## src/rtl/pfn_pkg.sv

```systemverilog
// Shared types and constants for the polygon fan and face normal block.
`default_nettype none
package pfn_pkg;
	localparam int POS_W = 24;
	localparam int COL_W = 16;
	localparam int NRM_W = 16;
	localparam int DIF_W = POS_W + 1;
	localparam int PRD_W = 2 * DIF_W;
	localparam int CRS_W = PRD_W + 1;
	localparam int MAG_BITS = 30;
	localparam int ONE_SHIFT = 14;
	localparam int NUM_W = MAG_BITS + ONE_SHIFT + 2;
	localparam int QUO_W = ONE_SHIFT + 1;
	localparam int SQ_W = 64;
	localparam int LEN_W = 32;
	localparam int IN_DATA_W = 136;
	localparam int OUT_DATA_W = 184;

	// vertices seen in the current polygon
	localparam logic [1:0] SEEN_NONE = 2'd0;
	localparam logic [1:0] SEEN_ONE  = 2'd1;
	localparam logic [1:0] SEEN_TWO  = 2'd2;

	typedef struct packed {
		logic signed [POS_W-1:0] x;
		logic signed [POS_W-1:0] y;
		logic signed [POS_W-1:0] z;
		logic [COL_W-1:0] r;
		logic [COL_W-1:0] g;
		logic [COL_W-1:0] b;
		logic [COL_W-1:0] a;
	} vtx_t;

	typedef struct packed {
		vtx_t v1;
		vtx_t v2;
		vtx_t v3;
	} tri_t;
endpackage
`default_nettype wire

```

## src/rtl/pfn_fifo.sv

```systemverilog
// Short triangle queue between front and back end.
`default_nettype none
module pfn_fifo
	import pfn_pkg::*;
#(
	parameter int DEPTH = 2
) (
	input  wire logic clk,
	input  wire logic arst_n,
	input  wire logic wr_valid,
	output logic wr_ready,
	input  tri_t wr_data,
	output logic rd_valid,
	input  wire logic rd_ready,
	output tri_t rd_data
);
	localparam int AW = (DEPTH > 1) ? $clog2(DEPTH) : 1;
	localparam int CW = $clog2(DEPTH + 1);
	localparam logic [AW-1:0] LAST = AW'(DEPTH - 1);
	localparam logic [CW-1:0] FULL = CW'(DEPTH);

	tri_t mem_q [DEPTH];
	logic [AW-1:0] wr_ptr_q;
	logic [AW-1:0] rd_ptr_q;
	logic [CW-1:0] count_q;
	logic push;
	logic pop;

	assign wr_ready = (count_q != FULL);
	assign rd_valid = (count_q != '0);
	assign rd_data = mem_q[rd_ptr_q];
	assign push = wr_valid && wr_ready;
	assign pop = rd_valid && rd_ready;

	always_ff @(posedge clk or negedge arst_n) begin
		if (!arst_n) begin
			wr_ptr_q <= '0;
			rd_ptr_q <= '0;
			count_q <= '0;
		end else begin
			if (push) begin
				wr_ptr_q <= (wr_ptr_q == LAST) ? '0 : wr_ptr_q + 1'b1;
			end
			if (pop) begin
				rd_ptr_q <= (rd_ptr_q == LAST) ? '0 : rd_ptr_q + 1'b1;
			end
			if (push && !pop) begin
				count_q <= count_q + 1'b1;
			end else if (pop && !push) begin
				count_q <= count_q - 1'b1;
			end
		end
	end

	always_ff @(posedge clk) begin
		if (push) begin
			mem_q[wr_ptr_q] <= wr_data;
		end
	end
endmodule
`default_nettype wire

```

## config.mk

```make
export PLATFORM = sky130hd
export DESIGN_NAME = pfn_fifo
export DESIGN_NICKNAME = d
export VERILOG_FILES = /design/src/rtl/pfn_pkg.sv /design/src/rtl/pfn_fifo.sv
export SDC_FILE = /design/constraint.sdc
export NUM_CORES = 1
export LEC_CHECK = 0
export ABC_AREA = 1
export BUFFER_PORTS_ARGS = -buffer_cell sky130_fd_sc_hd__buf_2
export CORE_AREA = 2 2 330 332
export DETAILED_ROUTE_END_ITERATION = 10
export DIE_AREA = 0 0 332 334
export GPL_ROUTABILITY_DRIVEN = 0
export SLEW_MARGIN = 0
export SYNTH_ARGS = -nofsm -noshare
export SYNTH_HDL_FRONTEND = slang
export SYNTH_SLANG_ARGS = --single-unit
```

## constraint.sdc

```tcl
create_clock -name clk -period 24.9 [get_ports clk]
set_input_delay 3.735 -clock clk [delete_from_list [all_inputs] [get_ports clk]]
set_output_delay 3.735 -clock clk [all_outputs]
set_load 0.05 [all_outputs]
```

======== Yosys cells after proc, flatten, opt, wreduce, memory -nomap -nowiden ========
Memories as Yosys holds them, arrays and structs flattened.
Cells that the tools add are included.
W data, S select, Z words.
storage, ports and cells
  flip-flop bits (word level) ............. 4
  latch bits .............................. 0
  bits in writable memories ............... 816
  ROM bits ................................ 0
  bits of input ports ..................... 412
  output and inout port bits .............. 410
  word-level logic and storage cells ...... 23
  memories kept ........................... 1
cells by class
  add/subtract/negate cells ............... 4
  multiply operators ...................... 0
  divide/modulo/power cells ............... 0
  magnitude comparators ................... 0
  equal/unequal tests ..................... 1
  shift operators ......................... 0
  mux-type cells .......................... 6
  bitwise logic cells ..................... 0
  reductions and logical operators ........ 8
memory list
  memory  words  width  read ports  clocked after Yosys merged registers in  write ports  RTL line        text
  mem_q   2      408    1           0                                        1            pfn_fifo.sv:22  tri_t mem_q [DEPTH];
operator list
  operator               number
  $logic_and A1 B1 Y1    4
  $mux W1                4
  $mux W2                2
  $reduce_bool A2 Y1     2
  $add A1 B1 Y1 const B  2
  $add A2 B1 Y2 const B  1
  $logic_not A1 Y1       2
  $ne A2 B2 Y1 const B   1
  $sub A2 B1 Y2 const B  1

======== Longest topological paths before layout ========
  depth in word-level cells ............... 6
  mapped depth ............................ 10
  mapped depth without buffers ............ 10

======== Worst setup path after synthesis ========
OpenSTA, ideal clock, no wires.
  path type ............................... in2reg
  from .................................... input port wr_valid
  to ...................................... memory mem_q[0][0] (netlist bit) (enable)
  setup time .............................. 1190 ps
  data arrival time ....................... 20762 ps
  required time ........................... 23710 ps
  slack ................................... 2948 ps
  cell stages on the path ................. 2
  path buffers ............................ 0
  cell sequence ........................... nand2_1 > nor2_1
on the way
  cells in the longest elaborated chain, start to end .. 3
ends and longest elaborated chain
  item                           RTL line        text
  start: declaration             pfn_fifo.sv:10  input wire logic wr_valid,
  $logic_and A1 B1 Y1            pfn_fifo.sv:32  assign push = wr_valid && wr_ready;
  $mux W1                        pfn_fifo.sv:56  if (push) begin
  $mux W1 (not written as such)  pfn_fifo.sv:57  mem_q[wr_ptr_q] <= wr_data;
  end: declaration               pfn_fifo.sv:22
Every way passes these cells.

==> metrics.cfg <==
[status]
outcome=complete, no violations

[cts]
tritoncts.num_buffers=88
holdBufCountCts=0
clock_latency_ns=0.62
post-cts-setup-buffer-count=0
cts.sinks=820
cts_resized=0
clk_path_buf_depth=3
clkTransAtPathRegs_ns=0.06
clockRootBuffer=clkbuf_16
tritoncts=built
htree_levels=3

[yosys]
yosys_warnings=0
ys_types=14
syn_inst=2160
synth.avg_cell_area_um2=13.8
ys_seq_area_frac=0.824
ys_seq_elements=820
syn_area_um2=29800
syn_nets=2573

[worst_hold_path]
hold_path_startpoint=count_q[0]$_DFFE_PN0P_
hold_class=register to register

[die]
initial_utilization=0.277
rows=121
die_w_um=332
core_um2=108000
die_area_um2=111000
ioPinCount=822
die_height_um=334

[worst_setup_path]
start_kind=register
path_cells=inv_8 -> buf_4 -> nand2_1 -> nand2_1 -> buf_2
end_kind=output port
worstPathRequired_ns=21.16
cp_max_fo=151
cp_top_family=buffers and inverters
crit_top_cell=nand2_1
r2r_end=mem_q[0][48]$_DFFE_PP_
timing.rr.start=count_q[0]$_DFFE_PN0P_
crit_path_end=rd_data[324]
critical_path.max_stage_delay_ns=0.84
cp.depth=5
cp.arrival_ns=3.83
cp_slowest_cell=buf_4
regToRegSetupSlack_ns=21.07
critical_path_class=register to output port
worst-path-buf-inv=3
rr_worst_depth=7
setup.worst_path.start=rd_ptr_q$_DFFE_PN0P_

[grt]
grt_pass1_wl_um=113000
grt_pass1_vias=18400
antenna_found_initial=37
grt_usage=0.135
grt.overflow.total=0
grt_max_degree=152

[sta]
rsz0062_at_grt=no
timing.final.crit_share=0.304
tightest_slew_ns=1.09
setup_viol=0
maxSlewHeadroom=0.272
clock_skew_ns=0.0125
final_max_slew_viol_count=0
final-hold-violation-count=0
fin_crit_ns=7.56
setup_tns_ns=0
fmax_mhz=132

[power]
pwr-share-seq=0.343
sw_frac_of_total=0.467
p_switching_uw=2680
p_comb_frac=0.438
power.total_uw=5740
leakage_uw=0.0161
p_int_uw=3060
power.density_nw_per_um2=150
clockPowerShare=0.220
peakVddDrop_mv=0.101

[route]
drt_iter0_drc=1131
wl_per_cell_um=17.6
antenna_left=0
vias=18800
totalWireLength_um=79200
viasPerCell=4.18
dr.pass1.iters=5
drc=0

[finish]
area_growth_pct=28.0
finalCoreUtilization=0.354
drive_gt1_frac=0.313
nets=3412

[flow_run]
maxCapViolCount=0

[place]
io_buffers=821
dp_hpwl_um=52700

-- flip-flops by register name, summed over array words and instances (netlist names) --
register	flops
mem_q	816
count_q	2
rd_ptr_q	1
wr_ptr_q	1
-- power by group through the flow --
stage | combinational, uW | sequential (uW) | clock [uW]
after floorplan | 1880 | 2210 | 0
after global placement | 2540 | 1990 | 0
after detailed placement | 2540 | 2000 | 0
after CTS | 2540 | 1970 | 1300
after global routing | 2660 | 2000 | 1350
final | 2510 | 1970 | 1260
-- cell type report --
cell class / instances / area, um2
antenna: 23 / 57.6
clock buffer: 114 / 2380
clock inverter: 44 / 392
fill: 10500 / 69600
inverter: 7 / 33.8
multi-input combinational: 1242 / 4700
sequential: 820 / 24600
tap: 1414 / 1770
timing repair buffer: 840 / 4260
-- layer usage --
metal | vias to the layer above | global-route usage | part of all wire
met1 | 8976 | 0.144 | 0.36
li1 | 9024 | - | -
met5 | - | 0 | 0.0022
met3 | 170 | 0.0523 | 0.087
met4 | 26 | 0.0580 | 0.035
met2 | 625 | 0.238 | 0.51
-- worst min path at each step --
| stage | endpoint | depth (start not counted) | slack [ns] |
|---|---|---|---|
| floorplan | count_q[1]$_DFFE_PN0P_ | 2 | 0.46 |
| global placement | count_q[1]$_DFFE_PN0P_ | 2 | 0.49 |
| detailed placement | count_q[0]$_DFFE_PN0P_ | 1 | 0.50 |
| CTS | count_q[0]$_DFFE_PN0P_ | 1 | 0.51 |
| global route | count_q[1]$_DFFE_PN0P_ | 2 | 0.54 |
| finish | count_q[0]$_DFFE_PN0P_ | 1 | 0.51 |
-- placed cells by master, fill, tap and decap left out --
master / Yosys / final
buf_2: 77 / 821
xor2_1: 1 / 1
nor2_4: 0 / 2
clkinvlp_4: 0 / 4
clkbuf_16: 0 / 92
diode_2: 0 / 23
nand2_1: 1234 / 1234
edfxtp_1: 816 / 816
clkinv_1: 0 / 19
bufinv_16: 0 / 6
dfrtp_1: 4 / 3
xnor2_1: 1 / 1
dfrtp_4: 0 / 1
inv_6: 0 / 3
clkbuf_1: 0 / 22
nand4_1: 1 / 1
clkinv_8: 0 / 1
nand3_1: 2 / 2
buf_4: 3 / 18
inv_1: 6 / 6
clkinv_2: 0 / 9
inv_8: 0 / 3
ha_1: 1 / 1
buf_12: 0 / 1
-- stage by stage --
step	setup slack (ns)	std cells	area [um2]	hold WS [ns]
6_report	17.34	4504	38200	0.507
5_1_grt	17.03	4498	38200	0.538
4_1_cts	17.15	4481	38200	0.509
3_5_place_dp	17.77	4323	35400	0.497
3_3_place_gp	17.76	4323	35400	0.487
2_1_floorplan	2.95	2160	29800	0.462
-- synth_stat cells, drive strengths merged --
cell type / instances / area share
xnor2: 1 / 0.00029
xor2: 1 / 0.00029
ha: 1 / 0.00042
inv: 7 / 0.00088
dfrtp: 4 / 0.0034
nor2: 2 / 0.00025
nand4: 1 / 0.00021
nand2: 1234 / 0.16
nand3: 2 / 0.00034
buf: 91 / 0.018
edfxtp: 816 / 0.82
-- logic make-up (layout without fill, tap and decap cells) --
family,count (synthesis),after routing,synth area share
other cells,0,23,0
fa+ha+maj,1,1,0.000419
flops,820,820,0.824
xor+xnor,2,2,0.000587
buf+inv,98,1005,0.0187
simple gates,1239,1239,0.156
(Power assumes the default switching activity.)
