===== config.mk =====
export PLATFORM = sky130hd
export DESIGN_NAME = pfn_front
export DESIGN_NICKNAME = d
export VERILOG_FILES = /design/src/rtl/pfn_pkg.sv /design/src/rtl/pfn_front.sv
export SDC_FILE = /design/constraint.sdc
export NUM_CORES = 1
export LEC_CHECK = 0
export BUFFER_PORTS_ARGS = -buffer_cell sky130_fd_sc_hd__buf_2
export CORE_AREA = 3 3 211 213
export DETAILED_ROUTE_END_ITERATION = 8
export DIE_AREA = 0 0 214 216
export PLACE_DENSITY = 0.54
export SYNTH_ARGS = -nofsm -noshare
export SYNTH_HDL_FRONTEND = slang
export SYNTH_SLANG_ARGS = --single-unit

===== constraint.sdc =====
create_clock -name clk -period 11.6 [get_ports clk]
set_clock_uncertainty 0.1 [all_clocks]
set_input_delay 1.16 -clock clk [delete_from_list [all_inputs] [get_ports clk]]
set_output_delay 1.16 -clock clk [all_outputs]
set_load 0.02 [all_outputs]

===== src/rtl/pfn_pkg.sv =====
// Shared types and constants for the polygon fan and face normal block.
`default_nettype none
package pfn_pkg;
	localparam int POS_W = 24;
	localparam int COL_W = 16;
	localparam int NRM_W = 16;
	localparam int DIF_W = POS_W + 1;
	localparam int PRD_W = 2 * DIF_W;
	localparam int CRS_W = PRD_W + 1;
	localparam int MAG_BITS = 30;
	localparam int ONE_SHIFT = 14;
	localparam int NUM_W = MAG_BITS + ONE_SHIFT + 2;
	localparam int QUO_W = ONE_SHIFT + 1;
	localparam int SQ_W = 64;
	localparam int LEN_W = 32;
	localparam int IN_DATA_W = 136;
	localparam int OUT_DATA_W = 184;

	// vertices seen in the current polygon
	localparam logic [1:0] SEEN_NONE = 2'd0;
	localparam logic [1:0] SEEN_ONE  = 2'd1;
	localparam logic [1:0] SEEN_TWO  = 2'd2;

	typedef struct packed {
		logic signed [POS_W-1:0] x;
		logic signed [POS_W-1:0] y;
		logic signed [POS_W-1:0] z;
		logic [COL_W-1:0] r;
		logic [COL_W-1:0] g;
		logic [COL_W-1:0] b;
		logic [COL_W-1:0] a;
	} vtx_t;

	typedef struct packed {
		vtx_t v1;
		vtx_t v2;
		vtx_t v3;
	} tri_t;
endpackage
`default_nettype wire


===== src/rtl/pfn_front.sv =====
// Front end: takes vertices, tracks first and previous vertex, issues fan triangles.
`default_nettype none
module pfn_front
	import pfn_pkg::*;
(
	input  wire logic clk,
	input  wire logic arst_n,
	input  wire logic in_valid,
	output logic in_ready,
	input  wire logic in_start,
	input  vtx_t in_vtx,
	output logic tri_valid,
	input  wire logic tri_ready,
	output tri_t tri_data
);
	vtx_t first_q;
	vtx_t prev_q;
	logic [1:0] seen_q;
	logic accept;

	assign in_ready = tri_ready;
	assign accept = in_valid && in_ready;
	assign tri_valid = accept && !in_start && (seen_q == SEEN_TWO);
	assign tri_data = '{v1: first_q, v2: prev_q, v3: in_vtx};

	always_ff @(posedge clk or negedge arst_n) begin
		if (!arst_n) begin
			seen_q <= SEEN_NONE;
		end else if (accept) begin
			if (in_start || seen_q == SEEN_NONE) begin
				seen_q <= SEEN_ONE;
			end else begin
				seen_q <= SEEN_TWO;
			end
		end
	end

	always_ff @(posedge clk) begin
		if (accept) begin
			if (in_start || seen_q == SEEN_NONE) begin
				first_q <= in_vtx;
			end
			prev_q <= in_vtx;
		end
	end
endmodule
`default_nettype wire


## Word-level counts from Yosys, hierarchy flattened

Cells that the tools add are included.

| storage, ports and cells | value |
|---|---|
| bits in registers | 274 |
| input bits | 141 |

| operators by class | value |
|---|---|
| equality and inequality tests | 1 |
| multiplexer cells | 1 |
| reduce and logical (&&, ||, !) cells | 7 |

Operators with widths:

| kind | number |
|---|---|
| logical AND 1 bit | 3 |
| equality test 2 bit, second input constant | 1 |
| zero test 2 bit | 1 |
| 2-to-1 mux 2 bit | 1 |
| AND reduction 2 bit | 1 |
| zero test 1 bit | 1 |
| logical OR 1 bit | 1 |

## Longest topological paths before layout

Gate-level depths: netlist of the first run.

| logic depth | value |
|---|---|
| word-level depth | 3 |
| mapped depth | 3 |
| depth with buffers taken out | 2 |

## Worst setup path before layout of the first run

No wires, ideal clock.

| timing | value |
|---|---|
| kind | input -> register |
| start point | input port in_valid |
| end point | register first_q, in the netlist tri_data[272] (enable) |
| setup time | 0.512 ns |
| arrival | 5.256 ns |
| data required time | 10.988 ns |
| slack | 5.732 ns |
| stages on the path | 3 |
| path buffers | 1 |
| cells stage by stage | and2_1 buf_6 and2_1 |

| between the ends | value |
|---|---|
| longest elaborated chain between the ends | 2 |

Ends and longest elaborated chain:

| element | line | text |
|---|---|---|
| start, declared | pfn_front.sv:8 | `input wire logic in_valid,` |
| logical AND 1 bit | pfn_front.sv:22 | `assign accept = in_valid && in_ready;` |
| net accept | pfn_front.sv:19 | `logic accept;` |
| AND reduction 2 bit (no source line) | -- |  |
| end signal, assigned | pfn_front.sv:41 | `first_q <= in_vtx;` |
| end, declared | pfn_front.sv:16 | `vtx_t first_q;` |

The timed path passes the listed nets, and every way through them passes these cells.
A chain may end at the register's enable or synchronous reset.

## Final worst setup path of the first run

| timing | value |
|---|---|
| start point | input port in_valid |
| end point | output port tri_valid |

| between the ends | value |
|---|---|
| longest elaborated chain between the ends | 3 |

Ends and longest elaborated chain:

| element | line | text |
|---|---|---|
| logical AND 1 bit | pfn_front.sv:22 |  |
| logical AND 1 bit (2 in a row) | pfn_front.sv:23 | `assign tri_valid = accept && !in_start && (seen_q == SEEN_TWO);` |
| end, declared | pfn_front.sv:12 | `output logic tri_valid,` |

No other way between the ends.

==> metrics.md, run 1 <==
| Metric | Value |
|---|---|
| Insertion delay of the later-clocked pin in the worst-skew pair | 530 ps |
| Post-synthesis cell area | 9310 sq um |
| Number of max-slew violations in the final report | 0 |
| Die Span X | 214 um |
| Endpoints failing setup | 0 |
| Initial DRT Pass Iterations | 7 |
| Initial antenna violation count | 2 |
| Cell Rows | 76 |
| Most numerous cell types in the synthesized netlist | sky130_fd_sc_hd__edfxtp_1 (272), sky130_fd_sc_hd__buf_4 (137), sky130_fd_sc_hd__and2_1 (2), sky130_fd_sc_hd__dfrtp_1 (2) |
| Number of synthesized flops with an enable pin | 272 |
| Part of the Yosys area used for sequential elements | 88.2% |
| Worst Path Class, Setup | in -> out |
| Cell with the most instances after synthesis | sky130_fd_sc_hd__edfxtp_1 |
| Count of antenna-violating nets left after detailed routing | 0 |
| Number of global-route vias before repair | 5255 |
| Core outline area | 42900 sq um |
| Vias per cell | 3.60 |
| Layout Cell Area excl Fill | 12600 sq um |
| Number of buffers added for setup after CTS | 0 |
| Initial standard-cell utilization of the core | 21.7% |
| Predominant post-synthesis flop cell | sky130_fd_sc_hd__edfxtp_1 |
| Io pins | 551 |
| Number of register bits inferred by synthesis | 274 |
| Placer's final routability congestion estimate | 0.795 |
| Initial drt markers | 261 |
| Hold_buf cts | 0 |
| Instance area after placement | 11800 sq um |
| Peak supply drop | 105 uV |
| Synthesized area per cell | 22.2 sq um |
| HPWL after detailed placement | 18300 um |
| Slew at the pin closest to its max-slew limit | 880 ps |
| Worst setup EP type | output port |
| Clock tree buffer depth | 3 |
| Cell types occupying the most area after synthesis | sky130_fd_sc_hd__edfxtp_1 (88%), sky130_fd_sc_hd__buf_4 (11%), sky130_fd_sc_hd__dfrtp_1 (0.54%) |
| Global-route congestion overflow total | 0 |
| Worst Setup Start Kind | input port |
| Number of instances in the synthesized netlist | 420 |
| Clock input transition at the sequential cells of the worst setup and hold paths | 60 ps |
| Async set or reset register ratio after synthesis | 0.730% |
| Largest area contributor in the netlist | sky130_fd_sc_hd__edfxtp_1 |
| Max-Slew Margin vs Limit | 41.3% |
| Area of combinational cells with multiple inputs | 61.3 sq um |
| Max-cap viol count | 0 |
| Setup slack of the critical path after layout | 8390 ps |
| Launching point of the worst reg2reg path | seen_q[0] |
| Worst setup slack after placement | 8210 ps |
| Inserted Clock Buffers | 29 |
| Register area | 8220 sq um |
| Wire length per cell after detailed routing | 16.5 um |
| Leakage power | 5.18 nW |
| Post-cts sizing count | 0 |
| Number of synthesis warnings | 0 |
| Largest net degree at the start of global routing | 62 |
| Htree depth | 1 |
| Die Area | 46200 sq um |
| Post-layout net count | 1008 |
| Worst endpoint required time | 10340 ps |
| Global router's overall resource usage | 9.66% |
| Share of layout cells above drive strength 1 | 67.2% |
| Status | complete, no violations |
| Synth unique cells | 11 |
| Wire length of the first global-routing pass | 33900 um |
| Unrepaired setup endpoints after global routing | false |
| Min cycle time layout | 3210 ps |
| Post-synthesis to final-layout area growth | 35.7% |
| Fraction of the cycle the final worst path needs | 27.7% |
| Mapped Nets | 561 |
| Clock sinks | 274 |
| Total DRC errors in the routed layout | 0 |
| Worst path arrival time | 1950 ps |
| Drt total wl | 24300 um |
| CTS tree | yes |
| DIE HEIGHT | 216 um |
| Final count of hold timing violations | 0 |
| Timing startpoint of the critical path | in_valid |
| Share of the synthesized area in the top cell type | 87.7% |
| Setup TNS | 0 ps |
| Power density cells | 177 nW/um^2 |
| Maximum achievable frequency | 312 MHz |
| Peak fanout along the critical path | 20 |
| Port Buf Inserts | 550 |
| Min-Delay Path Class | in -> async |
| Filler instances | 4316 |
| Total vias in the final route | 5296 |
| Cell at the root of the clock tree | sky130_fd_sc_hd__clkbuf_16 |
## sequential cells by signal, summed over array words and instances (netlist names)
name and flops:
tri_data 272, seen_q 2
## through the flow
step           std cells  total power, W  util, %  hold slack [ps]
3_5_place_dp        1421         0.00144     27.5              436
5_1_grt             1472         0.00232     29.5              281
2_1_floorplan        420         0.00135        -              405
6_report            1472         0.00224     29.5              307
3_3_place_gp        1421         0.00144     27.5              445
4_1_cts             1470         0.00227     29.5              273
## cells in the final DEF, fill, tap and decap left out
cell type and instances:
sky130_fd_sc_hd__clkinv_1 6, sky130_fd_sc_hd__a21oi_1 1, sky130_fd_sc_hd__a31oi_1 1, sky130_fd_sc_hd__clkinv_2 5
sky130_fd_sc_hd__and2_4 2, sky130_fd_sc_hd__dfrtp_1 2, sky130_fd_sc_hd__clkbuf_16 29, sky130_fd_sc_hd__nor2_1 1
sky130_fd_sc_hd__edfxtp_1 272, sky130_fd_sc_hd__o21bai_1 1, sky130_fd_sc_hd__bufinv_16 1, sky130_fd_sc_hd__clkbuf_1 5
sky130_fd_sc_hd__diode_2 2, sky130_fd_sc_hd__buf_4 4, sky130_fd_sc_hd__clkinvlp_4 3, sky130_fd_sc_hd__and3_1 1
sky130_fd_sc_hd__mux2_4 1, sky130_fd_sc_hd__buf_2 550
## metal layers
metal  wire length [um]  GRT usage, %
met4                684          4.22
met2              12600          17.4
met3               2240          2.90
met1               8710          10.6
met5                  0             0
## report_power, final
| group | internal (W) | leakage, nW | switching (W) |
|---|---|---|---|
| clock | 0.000475 | 0.407 | 0.000346 |
| sequential | 0.00116 | 2.55 | 0.0000136 |
| combinational | 0.0000697 | 2.22 | 0.000177 |
| total | 0.00170 | 5.18 | 0.000536 |
## cell type report
| type | instances | share of cell area [%] |
|---|---|---|
| Sequential cell | 274 | 65.0 |
| Timing Repair Buffer | 554 | 22.0 |
| Clock buffer | 34 | 5.89 |
| Tap cell | 585 | 5.79 |
| Clock inverter | 15 | 0.792 |
| Multi-Input combinational cell | 8 | 0.485 |
| Antenna cell | 2 | 0.0396 |
## worst max-delay path, stage by stage
cell,delay (ps)
sky130_fd_sc_hd__buf_2,110
sky130_fd_sc_hd__and2_4,310
sky130_fd_sc_hd__and3_1,210
sky130_fd_sc_hd__buf_2,160
## path summary, 6_finish.rpt
path | slack, ps | endpoint | depth (start not counted)
setup / recovery | 8390 | tri_valid | 4
hold / removal | 310 | seen_q[0] | 1
setup reg to reg | 9310 | tri_data[370] | 3
hold reg to reg | 450 | seen_q[1] | 2
max in group asynchronous | 10990 | seen_q[1] | 1
min in group clk | 450 | seen_q[1] | 2
## kinds of logic after synthesis
family | synth area share (%)
muxes | 0.161
DFF | 88.2
AOI/OAI and AO/OA | 0.202
buffers and inverters | 11.2
and+or+nand+nor | 0.242
(Power assumes the default switching activity.)
==> run 2: changes to the inputs <==
ABC_AREA = 1   (was not set)
CORE_AREA = 3 3 214 216   (was 3 3 211 213)
DIE_AREA = 0 0 217 219   (was 0 0 214 216)
PLACE_DENSITY = 0.53   (was 0.54)
clock period = 3.1 ns   (was 11.6 ns; I/O delays follow)
==> run 2 against run 1 <==
Against the previous run:
- flip-flop and latch count is the same
- via count grew 8.7%
- utilization grew 2.5 points
- total power grew to 3.9 times the previous value
==> metrics.md, run 2 <==
| Metric | Value |
|---|---|
| Post-synthesis to final-layout area growth | 51.3% |
| Insertion delay of the later-clocked pin in the worst-skew pair | 550 ps (+20 ps) |
| Worst Path Class, Setup | reg -> reg |
| Maximum cell stage delay along the critical path | 670 ps (+360 ps) |
| Area of combinational cells with multiple inputs | 73.8 sq um (+20%) |
| Worst path arrival time | 2050 ps (+100 ps) |
| Die Span X | 217 um (+1.4%) |
| CTS tree | yes |
| Commonest non-fill, non-tap cells in the layout | sky130_fd_sc_hd__buf_2 (550), sky130_fd_sc_hd__edfxtp_1 (272), sky130_fd_sc_hd__dlygate4sd3_1 (139) |
| Io pins | 551 (unchanged) |
| Mapped Nets | 568 (+1.2%) |
| Number of instances in the synthesized netlist | 427 (+1.7%) |
| Fraction of synthesized cell area in xor and xnor cells | 0% (unchanged) |
| Worst Setup Start Kind | register |
| Die Area | 47500 sq um (+2.8%) |
| Number of diodes added for antenna fixing | 0 (-2) |
| Global router's overall resource usage | 9.85% (+0.19 points) |
| Status | complete, no violations |
| Maximum achievable frequency | 504 MHz |
| Setup TNS | 0 ps (unchanged) |
| Total vias in the final route | 5758 (+8.7%) |
| Cell at the root of the clock tree | sky130_fd_sc_hd__clkbuf_16 |
| Worst setup EP type | register |
| Max-cap viol count | 0 (unchanged) |
| Clock sinks | 274 (unchanged) |
| Predominant post-synthesis flop cell | sky130_fd_sc_hd__edfxtp_1 |
| Number of global-route vias before repair | 5992 (+14%) |
| Levels on crit path | 4 (unchanged) |
| Max reg flops | 272 (unchanged) |
| Most numerous cell types in the synthesized netlist | sky130_fd_sc_hd__edfxtp_1 (272), sky130_fd_sc_hd__buf_4 (137), sky130_fd_sc_hd__nand2_1 (7) |
| Max-Slew Margin vs Limit | 33.8% (-7.5 points) |
| Part of the Yosys area used for sequential elements | 88.2% (about the same) |
| Largest net degree at the start of global routing | 76 (+23%) |
| Number of register bits inferred by synthesis | 274 (unchanged) |
| Setup slack of the critical path after layout | 1120 ps (-7270 ps) |
| Cell types occupying the most area after synthesis | sky130_fd_sc_hd__edfxtp_1 (88%), sky130_fd_sc_hd__buf_4 (11%), sky130_fd_sc_hd__dfrtp_1 (0.54%) |
| Count of antenna-violating nets left after detailed routing | 0 (unchanged) |
| Filler instances | 4291 (-0.58%) |
| Share of cell area taken by muxes after synthesis | 0% (-0.16 points) |
| Worst setup slack after placement | 846 ps (-7370 ps) |
| Delay-heaviest family, CP | buffers and inverters |
| Initial drt markers | 211 (-19%) |
| Port Buf Inserts | 550 (unchanged) |
| Vias per cell | 3.54 (-1.6%) |
| Placer's final routability congestion estimate | 0.757 (-4.8%) |
| Initial standard-cell utilization of the core | 21.1% (-0.60 points) |
| Drt total wl | 25800 um (+6.4%) |
| Core outline area | 44100 sq um (+2.9%) |
| HPWL after detailed placement | 17700 um (-3.1%) |
| Number of synthesis warnings | 0 (unchanged) |
| Final count of hold timing violations | 0 (unchanged) |
| Peak-usage layer in the global routing report | met2 |
| Fraction of the cycle the final worst path needs | 64.0% |
| Most common cell after layout, fill and taps aside | sky130_fd_sc_hd__buf_2 |
| Worst Reg2Reg Path Length in Cells | 4 (+1) |
| Endpoints failing setup | 0 (unchanged) |
| Number of buffers and inverters on the critical path | 2 (unchanged) |
| Min cycle time layout | 1980 ps |
| Peak fanout along the critical path | 70 (+250%) |
| Power density cells | 612 nW/um^2 (+250%) |
| Cell with the most instances after synthesis | sky130_fd_sc_hd__edfxtp_1 |
| Initial antenna violation count | 1 (-1) |
| Crit-path cells | nand2_1 > nand3_4 > clkinvlp_4 > buf_4 |
| Met1 track demand over resource in global routing | 10.6% (+0.046 points) |
| Worst hold path cell count | 4 |
| Number of buffers added for setup after CTS | 0 (unchanged) |
| Clock tree buffer depth | 3 (unchanged) |
| Initial DRT Pass Iterations | 4 (-3) |
| Total DRC errors in the routed layout | 0 (unchanged) |
| Wire length per cell after detailed routing | 15.9 um (-3.7%) |
| Share of the synthesized area in the top cell type | 87.6% (about the same) |
| Leakage power | 5.80 nW (+12%) |
| Inserted Clock Buffers | 29 (unchanged) |
| Area share of and/or/nand/nor cells after synthesis | 0.564% (+0.32 points) |
| DIE HEIGHT | 219 um (+1.4%) |
| Unrepaired setup endpoints after global routing | false |
| Min-Delay Path Class | in -> reg |
| Total Power | 0.00863 W (+290%) |
| Max stage delay cell, worst path | sky130_fd_sc_hd__buf_4 |
| Combinational family with the most area after synthesis | buffers and inverters |
| Fraction of met2 tracks used by global routing | 18.1% (+0.78 points) |
| Largest area contributor in the netlist | sky130_fd_sc_hd__edfxtp_1 |
| Met3 usage in global routing | 3.25% (+0.35 points) |
| Number of max-slew violations in the final report | 0 (unchanged) |
| Htree depth | 1 (unchanged) |
| Cell Rows | 77 (+1.3%) |
| Share of the synthesized area in compound gates (AO/OA/AOI/OAI) | 0% (-0.20 points) |
| Worst endpoint required time | 3170 ps (-7170 ps) |
| Async set or reset register ratio after synthesis | 0.730% (unchanged) |
| Global-route congestion overflow total | 0 (unchanged) |
| Synthesized area per cell | 21.8 sq um (-1.6%) |
| Register area | 8220 sq um (unchanged) |
| Peak supply drop | 569 uV (+440%) |
| Post-synthesis cell area | 9320 sq um (about the same) |
| Slew at the pin closest to its max-slew limit | 993 ps (+113 ps) |
| Adder-cell share of the synthesized area | 0% (unchanged) |
| Wire length of the first global-routing pass | 36100 um (+6.3%) |
| Share of layout cells above drive strength 1 | 57.7% (-9.5 points) |
| Number of synthesized flops with an enable pin | 272 (unchanged) |
| Post-layout net count | 1154 (+14%) |
| Synth unique cells | 11 (unchanged) |
| Clock input transition at the sequential cells of the worst setup and hold paths | 60 ps (about the same) |
| Final design utilization | 32.0% (+2.5 points) |
==> run 2: changes by cell type after synthesis, moves of 2 or more <==
cell,before,now
sky130_fd_sc_hd__nand2_1,0,7
sky130_fd_sc_hd__and2_1,2,0
sky130_fd_sc_hd__inv_1,0,2
sky130_fd_sc_hd__inv_2,0,2
==> run 2: cell type report <==
cell class              instances  area share (%)
flip-flops and latches        274            58.3
repair buffers                692            29.5
clock buffers                  35            5.31
well taps                     592            5.25
clock inverters                17           0.763
multi-input cells              11           0.523
inverters                       5           0.346
==> run 2: path summary, 6_finish.rpt <==
check / from / end / slack (ps)
worst max-delay path: seen_q[1] / tri_data[285] / 1120
worst min-delay path: in_valid / seen_q[0] / 40
worst max register to register: seen_q[1] / tri_data[285] / 1120
worst min register to register: seen_q[1] / seen_q[1] / 420
max in group asynchronous: arst_n / seen_q[1] / 2260
min in group asynchronous: arst_n / seen_q[0] / 520
==> run 2: worst register-to-register path: cells and delay by family, from the launching register on <==
family | cells | cell delay [ps]
buffers and inverters | 2 | 750
flip-flops | 1 | 390
AND/OR/NAND/NOR | 2 | 220
==> run 2: report_power, final <==
group          total (W)  switching [W]  internal [W]
Combinational    0.00111       0.000730      0.000384
Clock            0.00312        0.00133       0.00179
Sequential       0.00440      0.0000547       0.00434
==> run 2: kinds of logic after synthesis <==
| kind of cell | Yosys count |
|---|---|
| DFF | 274 |
| buffers and inverters | 142 |
| and+or+nand+nor | 11 |
==> run 2: what timing repair did <==
action                                 4_1_cts  5_1_grt
resized for setup                            0        0
hold buffers                               139        0
endpoints found under the hold margin      275        0
==> run 2: routing by layer <==
metal	part of all wire, %	routed length [um]
met4	2.3	590
met2	53	13600
met1	36	9200
met5	0.050	13
met3	9.5	2450
==> run 2: through the flow <==
stage          instance area (sq um)  cells  hold WS (ps)
6_report                       14100   1626          43.7
5_1_grt                        14100   1626          38.5
4_1_cts                        14100   1626          9.23
3_3_place_gp                   11900   1435          4.14
3_5_place_dp                   11900   1435          3.80
2_1_floorplan                   9370    427         -85.6
